<file path="config.mk">
export PLATFORM = sky130hd
export DESIGN_NAME = timecode_record_deframer
export DESIGN_NICKNAME = d
export VERILOG_FILES = /design/src/tcrd_pkg.sv /design/src/timecode_record_deframer.sv
export SDC_FILE = /design/constraint.sdc
export NUM_CORES = 1
export LEC_CHECK = 0
export ABC_AREA = 1
export BUFFER_PORTS_ARGS = -buffer_cell sky130_fd_sc_hd__buf_2
export CAP_MARGIN = 10
export CORE_MARGIN = 10
export CORE_UTILIZATION = 56
export CTS_BUF_LIST = sky130_fd_sc_hd__clkbuf_16
export DETAILED_ROUTE_END_ITERATION = 10
export GPL_TIMING_DRIVEN = 1
export PLACE_DENSITY = 0.81
export SLEW_MARGIN = 25
export SYNTH_ARGS = -nofsm -noshare
export SYNTH_HDL_FRONTEND = slang
export SYNTH_SLANG_ARGS = --single-unit
export TNS_END_PERCENT = 5
</file>
<file path="constraint.sdc">
create_clock -name clk -period 2.3 [get_ports clk]
set_input_delay 0.23 -clock clk [delete_from_list [all_inputs] [get_ports clk]]
set_output_delay 0.23 -clock clk [all_outputs]
set_load 0.05 [all_outputs]
</file>
<file path="src/tcrd_pkg.sv">
// ----------------------------------------------------------------------------
// tcrd_pkg
// shared types, constants and a bcd helper for the time-code record deframer
// ----------------------------------------------------------------------------
`timescale 1ns / 1ps
`default_nettype none

package tcrd_pkg;

  // width of the running record counter
  localparam int COUNT_WIDTH = 16;

  localparam logic [7:0] MARK_TIME = 8'hF7;
  localparam logic [7:0] MARK_USER = 8'hFF;

  // flag bit positions inside the gathered anomaly flags
  localparam int FLAG_RESYNC  = 0;
  localparam int FLAG_EARLY   = 1;
  localparam int FLAG_SKIPPED = 2;
  localparam int FLAG_COUNT   = 3;

  typedef enum logic [3:0] {
    PH_HUNT_TC = 4'd0,
    PH_FRAME   = 4'd1,
    PH_SEC     = 4'd2,
    PH_MIN     = 4'd3,
    PH_HOUR    = 4'd4,
    PH_HUNT_UB = 4'd5,
    PH_USER0   = 4'd6,
    PH_USER1   = 4'd7,
    PH_USER2   = 4'd8,
    PH_USER3   = 4'd9
  } phase_t;

  // packed bcd byte to 10*high + low, no digit check, range 0..165
  function automatic logic [7:0] bcd_decode(input logic [7:0] b);
    logic [7:0] hi;
    logic [7:0] lo;
    hi = {4'd0, b[7:4]};
    lo = {4'd0, b[3:0]};
    return (hi << 3) + (hi << 1) + lo;
  endfunction

endpackage

`default_nettype wire

</file>
<file path="src/timecode_record_deframer.sv">
// ----------------------------------------------------------------------------
// timecode_record_deframer
// deframes time-code records (marker, bcd time, marker, user bytes) from a
// byte stream and emits one record request per completed record
// ----------------------------------------------------------------------------
//
// channel   dir  width           contents
// s_*       in   tdata 8         one raw stream byte per request
// m_*       out  tdata 80, tuser 3  one decoded record per request
//
// - one byte is taken per cycle unless the fourth user byte waits; each byte
//   steps phase and updates bcd-decoded fields and flags before the registers
// - a record leaves through a single output register in the cycle after its
//   fourth user byte is taken
// - bytes that finish no record are taken even while a record waits at the
//   output; the fourth user byte waits only when the output register is full
//   and not being drained
// - rst is synchronous, active high: phase goes to hunting the time-code
//   marker, held time, user bytes, flags and the record counter clear
//
`timescale 1ns / 1ps
`default_nettype none

module timecode_record_deframer (
  input  wire logic        clk,
  input  wire logic        rst,
  // slave side: raw stream
  input  wire logic        s_tvalid,
  output logic             s_tready,
  input  wire logic [7:0]  s_tdata,   // [7:0] data_byte
  // master side: decoded records
  output logic             m_tvalid,
  input  wire logic        m_tready,
  output logic [79:0]      m_tdata,   // [15:0] record_number, [23:16] hours,
                                      // [31:24] minutes, [39:32] seconds,
                                      // [47:40] frames, [79:48] user_word
  output logic [2:0]       m_tuser    // [0] resync_seen,
                                      // [1] early_user_marker, [2] time_skipped
);

  // deframer state
  tcrd_pkg::phase_t                      phase;
  tcrd_pkg::phase_t                      phase_next;
  logic [7:0]                            held_frames;
  logic [7:0]                            held_seconds;
  logic [7:0]                            held_minutes;
  logic [7:0]                            held_hours;
  logic [23:0]                           partial_user_bytes;
  logic [tcrd_pkg::COUNT_WIDTH-1:0]      record_counter;
  logic [tcrd_pkg::FLAG_COUNT-1:0]       anomaly_flags;

  logic [7:0]                            held_frames_next;
  logic [7:0]                            held_seconds_next;
  logic [7:0]                            held_minutes_next;
  logic [7:0]                            held_hours_next;
  logic [23:0]                           partial_user_bytes_next;
  logic [tcrd_pkg::FLAG_COUNT-1:0]       anomaly_flags_next;

  logic       in_accept;
  logic       emit;          // accepted byte completes a record
  logic [7:0] decoded;

  // output register is free this cycle, or only plain bytes are coming
  assign s_tready  = (phase != tcrd_pkg::PH_USER3) || !m_tvalid || m_tready;
  assign in_accept = s_tvalid && s_tready;
  assign emit      = in_accept && (phase == tcrd_pkg::PH_USER3);
  assign decoded   = tcrd_pkg::bcd_decode(s_tdata);

  // next phase
  always_comb begin
    phase_next = phase;
    case (phase)
      tcrd_pkg::PH_FRAME: phase_next = tcrd_pkg::PH_SEC;
      tcrd_pkg::PH_SEC:   phase_next = tcrd_pkg::PH_MIN;
      tcrd_pkg::PH_MIN:   phase_next = tcrd_pkg::PH_HOUR;
      tcrd_pkg::PH_HOUR: begin
        // hour byte equal to the user marker doubles as that marker
        phase_next = (s_tdata == tcrd_pkg::MARK_USER) ? tcrd_pkg::PH_USER0
                                                      : tcrd_pkg::PH_HUNT_UB;
      end
      tcrd_pkg::PH_HUNT_UB: begin
        if (s_tdata == tcrd_pkg::MARK_USER) begin
          phase_next = tcrd_pkg::PH_USER0;
        end else if (s_tdata == tcrd_pkg::MARK_TIME) begin
          phase_next = tcrd_pkg::PH_FRAME;   // time code restarts
        end
      end
      tcrd_pkg::PH_USER0: phase_next = tcrd_pkg::PH_USER1;
      tcrd_pkg::PH_USER1: phase_next = tcrd_pkg::PH_USER2;
      tcrd_pkg::PH_USER2: phase_next = tcrd_pkg::PH_USER3;
      tcrd_pkg::PH_USER3: phase_next = tcrd_pkg::PH_HUNT_TC;
      default: begin
        // hunting the time-code marker; a user marker skips the time
        if (s_tdata == tcrd_pkg::MARK_TIME) begin
          phase_next = tcrd_pkg::PH_FRAME;
        end else if (s_tdata == tcrd_pkg::MARK_USER) begin
          phase_next = tcrd_pkg::PH_USER0;
        end else begin
          phase_next = tcrd_pkg::PH_HUNT_TC;
        end
      end
    endcase
  end

  // held fields and flags
  always_comb begin
    held_frames_next        = held_frames;
    held_seconds_next       = held_seconds;
    held_minutes_next       = held_minutes;
    held_hours_next         = held_hours;
    partial_user_bytes_next = partial_user_bytes;
    anomaly_flags_next      = anomaly_flags;
    case (phase)
      tcrd_pkg::PH_FRAME: held_frames_next  = decoded;
      tcrd_pkg::PH_SEC:   held_seconds_next = decoded;
      tcrd_pkg::PH_MIN:   held_minutes_next = decoded;
      tcrd_pkg::PH_HOUR: begin
        held_hours_next = decoded;
        if (s_tdata == tcrd_pkg::MARK_USER) begin
          anomaly_flags_next[tcrd_pkg::FLAG_EARLY] = 1'b1;
        end
      end
      tcrd_pkg::PH_HUNT_UB: begin
        if (s_tdata != tcrd_pkg::MARK_USER) begin
          anomaly_flags_next[tcrd_pkg::FLAG_RESYNC] = 1'b1;
        end
      end
      tcrd_pkg::PH_USER0: partial_user_bytes_next = {16'd0, s_tdata};
      tcrd_pkg::PH_USER1: partial_user_bytes_next[15:8]  = s_tdata;
      tcrd_pkg::PH_USER2: partial_user_bytes_next[23:16] = s_tdata;
      tcrd_pkg::PH_USER3: begin
        partial_user_bytes_next = '0;
        anomaly_flags_next      = '0;
      end
      default: begin
        if (s_tdata != tcrd_pkg::MARK_TIME) begin
          anomaly_flags_next[tcrd_pkg::FLAG_RESYNC] = 1'b1;
          if (s_tdata == tcrd_pkg::MARK_USER) begin
            anomaly_flags_next[tcrd_pkg::FLAG_SKIPPED] = 1'b1;
          end
        end
      end
    endcase
  end

  always_ff @(posedge clk) begin
    if (rst) begin
      phase              <= tcrd_pkg::PH_HUNT_TC;
      held_frames        <= '0;
      held_seconds       <= '0;
      held_minutes       <= '0;
      held_hours         <= '0;
      partial_user_bytes <= '0;
      record_counter     <= '0;
      anomaly_flags      <= '0;
    end else if (in_accept) begin
      phase              <= phase_next;
      held_frames        <= held_frames_next;
      held_seconds       <= held_seconds_next;
      held_minutes       <= held_minutes_next;
      held_hours         <= held_hours_next;
      partial_user_bytes <= partial_user_bytes_next;
      anomaly_flags      <= anomaly_flags_next;
      if (emit) begin
        record_counter <= record_counter + 1'b1;
      end
    end
  end

  // output register
  always_ff @(posedge clk) begin
    if (rst) begin
      m_tvalid <= 1'b0;
    end else if (emit) begin
      m_tvalid <= 1'b1;
    end else if (m_tready) begin
      m_tvalid <= 1'b0;
    end
  end

  always_ff @(posedge clk) begin
    if (emit) begin
      m_tdata <= {s_tdata, partial_user_bytes, held_frames, held_seconds,
                  held_minutes, held_hours, 16'(record_counter)};
      m_tuser <= anomaly_flags;
    end
  end

  // checks
  a_emit_loads_output : assert property (@(posedge clk) disable iff (rst)
    emit |=> m_tvalid && (phase == tcrd_pkg::PH_HUNT_TC))
    else $error("record not loaded or phase not back to hunting");

  a_flags_cleared : assert property (@(posedge clk) disable iff (rst)
    emit |=> (anomaly_flags == '0) && (partial_user_bytes == '0))
    else $error("flags or user bytes not cleared after a record");

  a_counter_step : assert property (@(posedge clk) disable iff (rst)
    emit |=> record_counter == $past(record_counter) + 1'b1)
    else $error("record counter did not step by one");

  a_no_overwrite : assert property (@(posedge clk) disable iff (rst)
    (m_tvalid && !m_tready) |-> !emit)
    else $error("pending record overwritten");

  a_counter_hold : assert property (@(posedge clk) disable iff (rst)
    !emit |=> $stable(record_counter))
    else $error("record counter moved without a record");

endmodule

`default_nettype wire

</file>
==> results.cfg <==
[final_layout]
diodes = 0
layout.nets = 747
instances_no_fill = 878
syn_to_final_growth_pct = 18.2
drive_above_1_share_pct = 20.9
finish.utilization_pct = 68.3
final_cell_mix = nand2_1 (127), buf_2 (96), edfxtp_1 (83)
final_common_cell = nand2_1

[clock_tree]
htreeDepth = 4
clkSlewWorstSetupHoldPaths_ns = 0.06
ctsLongestPathBuffers = 2
cts_root_buf = clkbuf_16
cts_tree = built
cts_setup_buffers = 0
ctsHoldBuffers = 0
numClockSinks = 163
cts_buffers = 17
clock_latency_ns = 0.42
cts-resized-gates = 0

[yosys]
syn-num-nets = 643
ys_seq_area_share_pct = 64.8
synthFlopType = edfxtp_1
synthArstFlopShare_pct = 0
syn_area_per_cell_um2 = 10.2
synth-edff-count = 83
yosysWarnings = 0
ys_ff_latch = 163
syn_inst = 621
yosysUniqueCellTypes = 34
syn_area_um2 = 6310

[run_status]
status = finished, final reports clean

[grt]
grtUsageTotal_pct = 18.4
antenna_found_initial = 0
grt_max_degree = 57
grt_pass1_wl_mm = 23.7
grt_remaining_overflow = 0
grt_pass1_vias = 4665

[critical_path]
crit_type = in2reg
crit_buf_inv = 4
cp_cell_sequence = buf_2 > inv_1 > fa_1 > inv_1 > fa_1 > nand3_1 > nand3_1 > xor2_1 > o21ai_0 > nand2_1 > inv_1
worst-path-stages = 11
cp_top_family = adder cells
end_kind = register
cp_common_cell = inv_1
rr_worst_depth = 6
worst_ep_required_time_ns = 2.62
worstPathArrival_ns = 2.20
crit_fanout = 4
timing.critical_path.slowest_cell_delay_ns = 0.54
start_kind = input port
crit_slowest_cell = fa_1

[detailed_routing]
antenna_left = 0
drc = 0
avgViaCountPerCell = 5.42
drt-total-wl_mm = 14.8
wire_per_inst_um = 16.9
drtIter0Drc = 449
dr.pass1.iters = 6
vias = 4763

[sta]
min_period_ns = 1.88
setup_viol = 0
hold_viol = 0
max_freq_mhz = 532
fin_worst_skew_ns = 0.0107
tns_ns = 0
drv_slew = 0
fin_ws_ns = 0.419
finalCritPeriodShare_pct = 81.8
grt_setup_unrepaired = false
maxSlewHeadroom_pct = 69.4
worst_slew_pin_slew_ns = 0.457

[placed_design]
portBuffers = 96
pre_cts_ws_ns = -0.0186
finalWeightedCongestion = 0.831
dp_cells = 846
dp_hpwl_mm = 10.3

[floorplan]
initial_core_util_pct = 57.7
die_area_um2 = 15900
die_h_um = 126
core-area_um2 = 10900
die_w_um = 126
fp-row-count = 38
io_pins = 97

[min_path]
hp-class = in2reg
hold-path-cell-count = 1

[power]
p_per_area_nw_per_um2 = 821
irDropWorstVdd_mv = 0.508
leakagePower_uw = 0.00316
power.total_uw = 6130

[job]
max_cap_violations = 0
## worst register-to-register path: cells and delay by family (launching register included)
family | cells | cell delay, ns
buffers and inverters | 3 | 0.70
AND/OR/NAND/NOR | 3 | 0.40
flip-flops | 1 | 0.33
## sequential cells by signal, indices dropped and copies added (netlist names), 3 cells and up
signal,cells
held_seconds,8
held_hours,8
m_tuser,3
record_counter,16
m_tdata,80
partial_user_bytes,24
held_frames,8
held_minutes,8
phase,4
anomaly_flags,3
## cells by family after synthesis
| kind of cell | synth area share [%] |
|---|---|
| simple gates | 18.9 |
| flops | 64.8 |
| compound gates | 8.28 |
| buf+inv | 5.35 |
| fa+ha+maj | 2.22 |
| xor+xnor | 0.416 |
## power breakdown
part,switching (uW),internal [uW]
Clock,1120,1470
Sequential,32.7,3100
Combinational,293,109
Total,1450,4680
## metal layers
layer | vias to the layer above | GRT usage, % | part of all wire (%)
met4 | 0 | 7.50 | 2.3
met3 | 39 | 6.46 | 8.5
met5 | - | 0 | 0
met2 | 210 | 30.7 | 50
li1 | 2284 | - | -
met1 | 2230 | 21.2 | 39
## final cells by class
| cell class | count | area, um^2 |
|---|---|---|
| clock inverters | 15 | 116 |
| multi-input cells | 382 | 1880 |
| inverters | 58 | 226 |
| well taps | 140 | 175 |
| fillers | 809 | 3470 |
| clock buffers | 17 | 425 |
| flip-flops and latches | 163 | 4090 |
| repair buffers | 103 | 546 |
## cell usage after synthesis, types with 4 or more instances
cell type  number  area [um^2]
buf_6           4         45.0
edfxtp_1       83         2490
nor2_1         72          270
dfxtp_1        80         1600
a21oi_1        60          300
nand3_1        30          150
clkbuf_1        7         26.3
nand2_1       127          477
nor2_2          4         25.0
nand4_1        14         87.6
inv_2           5         18.8
ha_1            8          100
inv_1          51          191
o21ai_0        38          190
nand2_4         4         45.0
## final timing paths
kind / start / to / slack [ns]
setup / recovery: s_tdata[3] / held_frames[6] / 0.42
hold / removal: s_tdata[6] / m_tdata[78] / 0.06
setup reg to reg: phase[1] / m_tdata[65] / 0.54
hold reg to reg: held_minutes[3] / m_tdata[27] / 0.42
## through the flow
step           instance area, um^2  hold WS, ns
6_report                      7460       0.0571
5_1_grt                       7460       0.0457
4_1_cts                       7460       0.0432
3_5_place_dp                  6920        0.411
3_3_place_gp                  6920        0.409
2_1_floorplan                 6310        0.329
Note: power is estimated with default switching activity, not from simulation.
